--- config.mk ---
export PLATFORM = sky130hd
export DESIGN_NAME = cau_back
export DESIGN_NICKNAME = d
export VERILOG_FILES = /design/src/hdl/cau_pkg.sv /design/src/hdl/cau_back.sv
export SDC_FILE = /design/constraint.sdc
export NUM_CORES = 1
export LEC_CHECK = 0
export ABC_AREA = 1
export ABC_CLOCK_PERIOD_IN_PS = 3330
export BUFFER_PORTS_ARGS = -buffer_cell sky130_fd_sc_hd__buf_2
export CAP_MARGIN = 30
export CORE_AREA = 5 5 270 272
export DETAILED_ROUTE_END_ITERATION = 6
export DIE_AREA = 0 0 275 277
export SKIP_LAST_GASP = 1
export SLEW_MARGIN = 20
export SYNTH_ARGS = -nofsm -noshare
export SYNTH_HDL_FRONTEND = slang
export SYNTH_SLANG_ARGS = --single-unit
--- constraint.sdc ---
create_clock -name clock -period 3.33 [get_ports clock]
set_input_delay 0.666 -clock clock [delete_from_list [all_inputs] [get_ports clock]]
set_output_delay 0.666 -clock clock [all_outputs]
set_load 0.01 [all_outputs]
--- src/hdl/cau_pkg.sv ---
// Shared types, constants and helper functions of the complex arithmetic unit.
package cau_pkg;

   // Fixed-point format of operands and results.
   localparam int FRAC_BITS    = 16;
   // Number of CORDIC micro-rotations used for the angle (at most 32).
   localparam int CORDIC_STEPS = 24;
   // Fraction bits of the internal angle accumulator (degrees).
   localparam int ANG_FRAC     = 24;
   // One divider bit and one square-root bit are resolved per stage.
   localparam int ITER_STAGES  = 32;
   localparam int ITER_W       = $clog2(ITER_STAGES);
   // Front end has three stages, the back end one.
   localparam int LATENCY      = 3 + ITER_STAGES + 1;

   localparam logic signed [33:0] ANG_90  = 34'sd1509949440;
   localparam logic signed [33:0] ANG_180 = 34'sd3019898880;

   // Operation codes.
   localparam logic [2:0] MODE_ADD   = 3'd0;
   localparam logic [2:0] MODE_SUB   = 3'd1;
   localparam logic [2:0] MODE_MUL   = 3'd2;
   localparam logic [2:0] MODE_DIV   = 3'd3;
   localparam logic [2:0] MODE_MAG   = 3'd4;
   localparam logic [2:0] MODE_ANGLE = 3'd5;
   localparam logic [2:0] MODE_EQUAL = 3'd6;

   // Status codes.
   localparam logic [1:0] ST_OK       = 2'd0;
   localparam logic [1:0] ST_DIV_ZERO = 2'd1;
   localparam logic [1:0] ST_SAT      = 2'd2;

   typedef struct packed {
      logic [2:0]         mode;
      logic signed [31:0] a_re;
      logic signed [31:0] a_im;
      logic signed [31:0] b_re;
      logic signed [31:0] b_im;
   } req_type;

   typedef struct packed {
      logic signed [31:0] res_re;
      logic signed [31:0] res_im;
      logic               is_equal;
      logic [1:0]         status;
   } rsp_type;

   typedef struct packed {
      logic        sat;
      logic [31:0] val;
   } pack_type;

   // Everything one item carries through the iterative stages.
   typedef struct packed {
      logic               valid;
      logic [2:0]         mode;
      logic [31:0]        e_re;
      logic [31:0]        e_im;
      logic               e_eq;
      logic               e_sat;
      logic [63:0]        den;
      logic [63:0]        r_re;
      logic [63:0]        r_im;
      logic [31:0]        w_re;
      logic [31:0]        w_im;
      logic               neg_re;
      logic               neg_im;
      logic               ovf_re;
      logic               ovf_im;
      logic               dz;
      logic [63:0]        rad;
      logic [33:0]        rem;
      logic [31:0]        root;
      logic signed [63:0] x;
      logic signed [63:0] y;
      logic signed [33:0] z;
      logic               azero;
   } stage_type;

   // Sign and magnitude to a saturated 32-bit two's complement word.
   function automatic pack_type pack_mag(input logic [63:0] mag, input logic neg);
      pack_type p;
      p.sat = 1'b0;
      if (neg) begin
         if (mag > 64'h0000_0000_8000_0000) begin
            p.sat = 1'b1;
            p.val = 32'h8000_0000;
         end else begin
            p.val = 32'(~mag + 64'd1);
         end
      end else begin
         if (mag > 64'h0000_0000_7FFF_FFFF) begin
            p.sat = 1'b1;
            p.val = 32'h7FFF_FFFF;
         end else begin
            p.val = mag[31:0];
         end
      end
      return p;
   endfunction

   // Arc tangent of 2^-idx in degrees, scaled by 2^24.
   function automatic logic [29:0] atan_deg(input logic [4:0] idx);
      logic [29:0] v;
      unique case (idx)
         5'd0:  v = 30'd754974720;
         5'd1:  v = 30'd445687602;
         5'd2:  v = 30'd235489088;
         5'd3:  v = 30'd119537938;
         5'd4:  v = 30'd60000934;
         5'd5:  v = 30'd30029717;
         5'd6:  v = 30'd15018523;
         5'd7:  v = 30'd7509720;
         5'd8:  v = 30'd3754917;
         5'd9:  v = 30'd1877466;
         5'd10: v = 30'd938734;
         5'd11: v = 30'd469367;
         5'd12: v = 30'd234684;
         5'd13: v = 30'd117342;
         5'd14: v = 30'd58671;
         5'd15: v = 30'd29335;
         5'd16: v = 30'd14668;
         5'd17: v = 30'd7334;
         5'd18: v = 30'd3667;
         5'd19: v = 30'd1833;
         5'd20: v = 30'd917;
         5'd21: v = 30'd458;
         5'd22: v = 30'd229;
         5'd23: v = 30'd115;
         5'd24: v = 30'd57;
         5'd25: v = 30'd29;
         5'd26: v = 30'd14;
         5'd27: v = 30'd7;
         5'd28: v = 30'd4;
         5'd29: v = 30'd2;
         5'd30: v = 30'd1;
         default: v = 30'd0;
      endcase
      return v;
   endfunction

endpackage

--- src/hdl/cau_back.sv ---
// Back end: packing of quotient, root and angle, and the result register.
module cau_back (
   input  logic                clock,
   input  logic                reset,
   input  cau_pkg::stage_type  stage_i,
   output cau_pkg::rsp_type    rsp_o,
   output logic                strobe_o
);

   cau_pkg::rsp_type  rsp_in, rsp_ff;
   logic              strobe_in, strobe_ff;
   cau_pkg::pack_type p_dre, p_dim, p_sq, p_ang;
   logic signed [33:0] zc;
   logic [33:0]        zmag;

   // Final packing and selection by operation.
   always_comb begin
      p_dre = cau_pkg::pack_mag(stage_i.ovf_re ? 64'hFFFF_FFFF_FFFF_FFFF
                                               : {32'd0, stage_i.w_re}, stage_i.neg_re);
      p_dim = cau_pkg::pack_mag(stage_i.ovf_im ? 64'hFFFF_FFFF_FFFF_FFFF
                                               : {32'd0, stage_i.w_im}, stage_i.neg_im);
      p_sq  = cau_pkg::pack_mag({32'd0, stage_i.root}, 1'b0);

      // The angle is clamped to a half turn either way.
      if (stage_i.azero) begin
         zc = '0;
      end else if (stage_i.z > cau_pkg::ANG_180) begin
         zc = cau_pkg::ANG_180;
      end else if (stage_i.z < -cau_pkg::ANG_180) begin
         zc = -cau_pkg::ANG_180;
      end else begin
         zc = stage_i.z;
      end
      zmag  = zc[33] ? $unsigned(-zc) : $unsigned(zc);
      p_ang = cau_pkg::pack_mag(64'(zmag >> (cau_pkg::ANG_FRAC - cau_pkg::FRAC_BITS)), zc[33]);

      strobe_in = stage_i.valid;
      rsp_in    = '0;
      unique case (stage_i.mode)
         cau_pkg::MODE_DIV: begin
            if (stage_i.dz) begin
               rsp_in.status = cau_pkg::ST_DIV_ZERO;
            end else begin
               rsp_in.res_re = p_dre.val;
               rsp_in.res_im = p_dim.val;
               rsp_in.status = (p_dre.sat | p_dim.sat) ? cau_pkg::ST_SAT : cau_pkg::ST_OK;
            end
         end
         cau_pkg::MODE_MAG: begin
            rsp_in.res_re = p_sq.val;
            rsp_in.status = p_sq.sat ? cau_pkg::ST_SAT : cau_pkg::ST_OK;
         end
         cau_pkg::MODE_ANGLE: begin
            rsp_in.res_re = p_ang.val;
            rsp_in.status = p_ang.sat ? cau_pkg::ST_SAT : cau_pkg::ST_OK;
         end
         default: begin
            rsp_in.res_re   = stage_i.e_re;
            rsp_in.res_im   = stage_i.e_im;
            rsp_in.is_equal = stage_i.e_eq;
            rsp_in.status   = stage_i.e_sat ? cau_pkg::ST_SAT : cau_pkg::ST_OK;
         end
      endcase
   end

   // Result register; the strobe is cleared by reset.
   always_ff @(posedge clock) begin
      rsp_ff <= rsp_in;
      if (reset) begin
         strobe_ff <= 1'b0;
      end else begin
         strobe_ff <= strobe_in;
      end
   end

   assign rsp_o    = rsp_ff;
   assign strobe_o = strobe_ff;

endmodule
After elaboration in Yosys (flattened, before gate mapping)
Index checks and enable logic that the tools add are counted.

Add/subtract/negate cells: 4. Magnitude comparators: 9. Mux-type cells: 32. Equal/unequal tests: 3. Reductions and logical operators: 2. Bitwise operators: 4.

Operators with widths (number): $mux 32 (6); $mux 64 (3); $mux 34 (4); $gt 64x31->1 const B (2); $gt 64x32->1 const B (2); $mux 33 (3); $add 32x1->32 const B (3); $pmux 32 s3 (1); $not 32->32 (2); $pmux 32 s2 (1); $gt 34x33->1 const B (1); $lt 34x33->1 const B (1); $neg 34->34 (1); $gt 26x32->1 const B (1); $gt 32x31->1 const B (1); $not 26->32 (1); $gt 26x31->1 const B (1); $mux 31 (1); $mux 2 (5); $mux 1 (7); $eq 3x3->1 const B (2); $pmux 2 s3 (1); $eq 3x2->1 const B (1); $reduce_or 3->1 (1); 2 further kinds (2).

Logic and storage cells: 59. Register bits: 68.

Longest topological paths before layout
Depth in word-level cells: 12. Mapped depth: 27. Depth with buffers taken out: 26.

Worst setup path after synthesis
Ideal clock, no wire load.

Kind: input -> register. Start point: input port stage_i[294] (netlist bit). End point: register rsp_ff (netlist bit rsp_o[33]). Library setup time: 0.113 ns. Setup slack: 0.016 ns. Arrival time: 3.201 ns. Cell stages on the path: 16. Path buffers: 4. Cell sequence: buf_2 -> buf_6 -> clkbuf_1 -> buf_1 -> nor2_1 -> ha_1 -> nor3b_2 -> nand3_1 -> nor4_1 -> nand2_1 -> nor2_1 -> nand3_1 -> o41ai_2 -> nand4_1 -> nand3_1 -> nand2_1.

RTL lines: from (decl) (RTL line cau_back.sv:5) `input cau_pkg::stage_type stage_i,`; to (signal assigned) (RTL line cau_back.sv:68) `rsp_ff <= rsp_in;`; to (decl) (RTL line cau_back.sv:10) `cau_pkg::rsp_type rsp_in, rsp_ff;`.

==> flow_summary.ini <==
[logic_synthesis]
ys_ff_latch = 68
synth_edf_count = 0
syn_nets = 1918
synth_seq_area_share_pct = 18.8
synth_area_per_cell_sq_um = 5.64
syn_area_sq_mm = 0.00725
ys_warn_count = 0
yosysUniqueCellTypes = 55
synth_cells = 1286
yosys_most_used_dff = dfxtp_1
postSynth.asyncResetShare_pct = 0

[global_routing]
track_usage_pct = 10.6
grt_max_degree = 32
gr-total-overflow = 0
grt_pass1_wl_um = 59300
antenna_found_initial = 28
grt_pass1_vias = 9685

[sta]
fmax_mhz = 305
worst_slew_pin_slew_ns = 0.574
final_hold_viol_count = 0
min_period_ns = 3.27
final_max_slew_viol_count = 0
period_share_pct = 98.3
max_slew_margin_pct = 61.3
setup_violations = 0
rsz0062_at_grt = true

[final_layout]
nets = 2396
layout_commonest_cell = buf_2
post-route-util_pct = 17.6
fill_cells = 8156
final_area_sq_mm = 0.0124
areaGrowthSynthToFinish_pct = 71.4
drive_above_1_share_pct = 41.4
mostFrequentLayoutCells = buf_2 (272), nand2_1 (271), buf_4 (230)

[die]
rows = 98
initial_core_util_pct = 10.3
io_pins = 694
fp.dieH_um = 277
core_area_sq_mm = 0.0705
die_area_sq_mm = 0.0762
die_w_um = 275

[power_and_ir_drop]
p_total_mw = 3.71
max-vdd-ir-drop_mv = 0.192
power.leakage_nw = 5.96
power.density_mw_per_mm2 = 298

[detailed_routing]
dr.pass1.iters = 5
wl_um = 41900
wl_per_cell_um = 15.4
ant_nets = 0
drt_iter0_markers = 436
drcViolationCount = 0
via_per_inst = 3.69
vias = 10100

[placement]
dpl-instance-area_sq_mm = 0.0114
gp_congestion = 0.887
post-dp-hpwl_um = 35700
io_buffer_count = 275

[clock_network]
clockRootBuffer = clkbuf_16
cts_buffers = 9
clkTransAtPathRegs_ns = 0.06
tritoncts = done
hold_buffers = 0
cts_buffer_depth = 2
h-tree-depth = 3
clock_sinks = 68

[worst_setup_path]
cpPeakStageDelay_ns = 0.27
required_ns = 3.57
crit_top_cell = nand2_1
cp-end-kind = flop
critical_path.slowest_cell = a211o_1
critPathArrivalTime_ns = 3.51
start_kind = input pin
path_max_fanout = 7
path_buf_inv = 6
worstSetupPathType = in -> reg
cp_top_family = simple AND/OR/NAND/NOR gates

[worst_hold_path]
min_from = reset
hp-class = in -> reg
min_path_cells = 2
hold_path_end = strobe_o$_SDFF_PP0_

[outcome]
status = complete, no violations

[run]
cap_violations = 0
## flip-flops by register name (all words and copies together), names as in the netlist
signal    cells
strobe_o      1
rsp_o        67
## final cells by class
cell class | instances | area [sq um] | area share, %
antenna | 10 | 25.0 | 0.201
clock buffer | 13 | 260 | 2.09
clock inverter | 3 | 68.8 | 0.554
inverter | 154 | 584 | 4.70
multi-input combinational | 1012 | 5600 | 45.0
sequential | 68 | 1360 | 11.0
tap | 950 | 1190 | 9.57
timing repair buffer | 519 | 3340 | 26.9
## what timing repair did
action | in CTS | in global routing
gates resized for setup | 38 | 122
setup endpoints to repair | 19 | 32
hold endpoints to repair | 0 | 0
cloned | 1 | 0
setup buffers | 3 | 12
pin swaps | 12 | 62
## power by group
group	internal (mW)	switching, mW	total (mW)
Sequential	0.891	0.0179	0.909
Clock	0.700	0.458	1.16
Combinational	0.704	0.936	1.64
## layer usage
layer / GRT usage (%) / share of wire, % / up-vias
li1: - / - / 5201
met1: 12.9 / 43 / 4517
met2: 17.4 / 45 / 291
met3: 4.42 / 9.2 / 42
met4: 2.11 / 1.8 / 16
met5: 0 / 0.24 / -
## cells in the mapped netlist, types with 3 or more instances
library cell / count / share of area (%)
a21boi_0: 3 / 0.31
a21oi_1: 19 / 1.3
a22o_1: 4 / 0.48
a22oi_1: 5 / 0.52
a32o_1: 4 / 0.55
buf_1: 3 / 0.16
buf_2: 10 / 0.69
buf_4: 8 / 0.83
buf_6: 4 / 0.62
clkbuf_1: 27 / 1.4
clkinv_1: 4 / 0.21
dfxtp_1: 68 / 19
ha_1: 6 / 1.0
inv_1: 133 / 6.9
inv_2: 16 / 0.83
nand2_1: 305 / 16
nand2_2: 22 / 1.9
nand2_4: 3 / 0.47
nand3_1: 139 / 9.6
nand3_2: 6 / 0.83
nand3b_1: 4 / 0.41
nand4_1: 33 / 2.8
nor2_1: 201 / 10
nor2_2: 16 / 1.4
nor2_4: 5 / 0.78
nor3_1: 24 / 1.7
nor4_1: 6 / 0.52
o2111ai_1: 5 / 0.60
o211ai_1: 17 / 1.8
o21ai_0: 111 / 7.7
o21ai_1: 9 / 0.62
o21ai_2: 10 / 1.2
o21bai_1: 3 / 0.31
o31ai_1: 4 / 0.41
or2_1: 3 / 0.26
or2_2: 5 / 0.43
xnor2_1: 7 / 0.85
xor2_1: 9 / 1.1
## cells by family (layout without fill, tap and decap cells)
kind of cell / Yosys count / count (layout) / share of synthesized area [%]
AND/OR/NAND/NOR: 782 / 783 / 49.0
buffers and inverters: 207 / 689 / 11.9
AO/OA/AOI/OAI: 207 / 207 / 17.3
XOR/XNOR: 16 / 16 / 1.93
flip-flops: 68 / 68 / 18.8
other: 0 / 10 / 0
adder cells (fa/ha/maj): 6 / 6 / 1.04
## how the worst max path moves through the flow
| stage | from | end | cells past startpoint |
|---|---|---|---|
| finish | stage_i[27] | rsp_o[47]$_DFF_P_ | 26 |
| global route | stage_i[27] | rsp_o[64]$_DFF_P_ | 26 |
| CTS | stage_i[28] | rsp_o[56]$_DFF_P_ | 23 |
| detailed placement | stage_i[28] | rsp_o[56]$_DFF_P_ | 25 |
| global placement | stage_i[28] | rsp_o[56]$_DFF_P_ | 25 |
| floorplan | stage_i[294] | rsp_o[33]$_DFF_P_ | 16 |
## metrics by stage
| step | setup TNS [ns] | hold slack [ns] | setup WS, ns | std cells |
|---|---|---|---|---|
| finish | 0 | 0.443 | 0.0560 | 2729 |
| global route | -1.07 | 0.417 | -0.101 | 2720 |
| CTS | -0.00978 | 0.402 | -0.00978 | 2711 |
| detailed placement | -13.86 | 0.825 | -0.595 | 2691 |
| global placement | -13.40 | 0.824 | -0.624 | 2691 |
| floorplan | 0 | 0.737 | 0.0155 | 1286 |
Power figures use the tool's default switching activity.
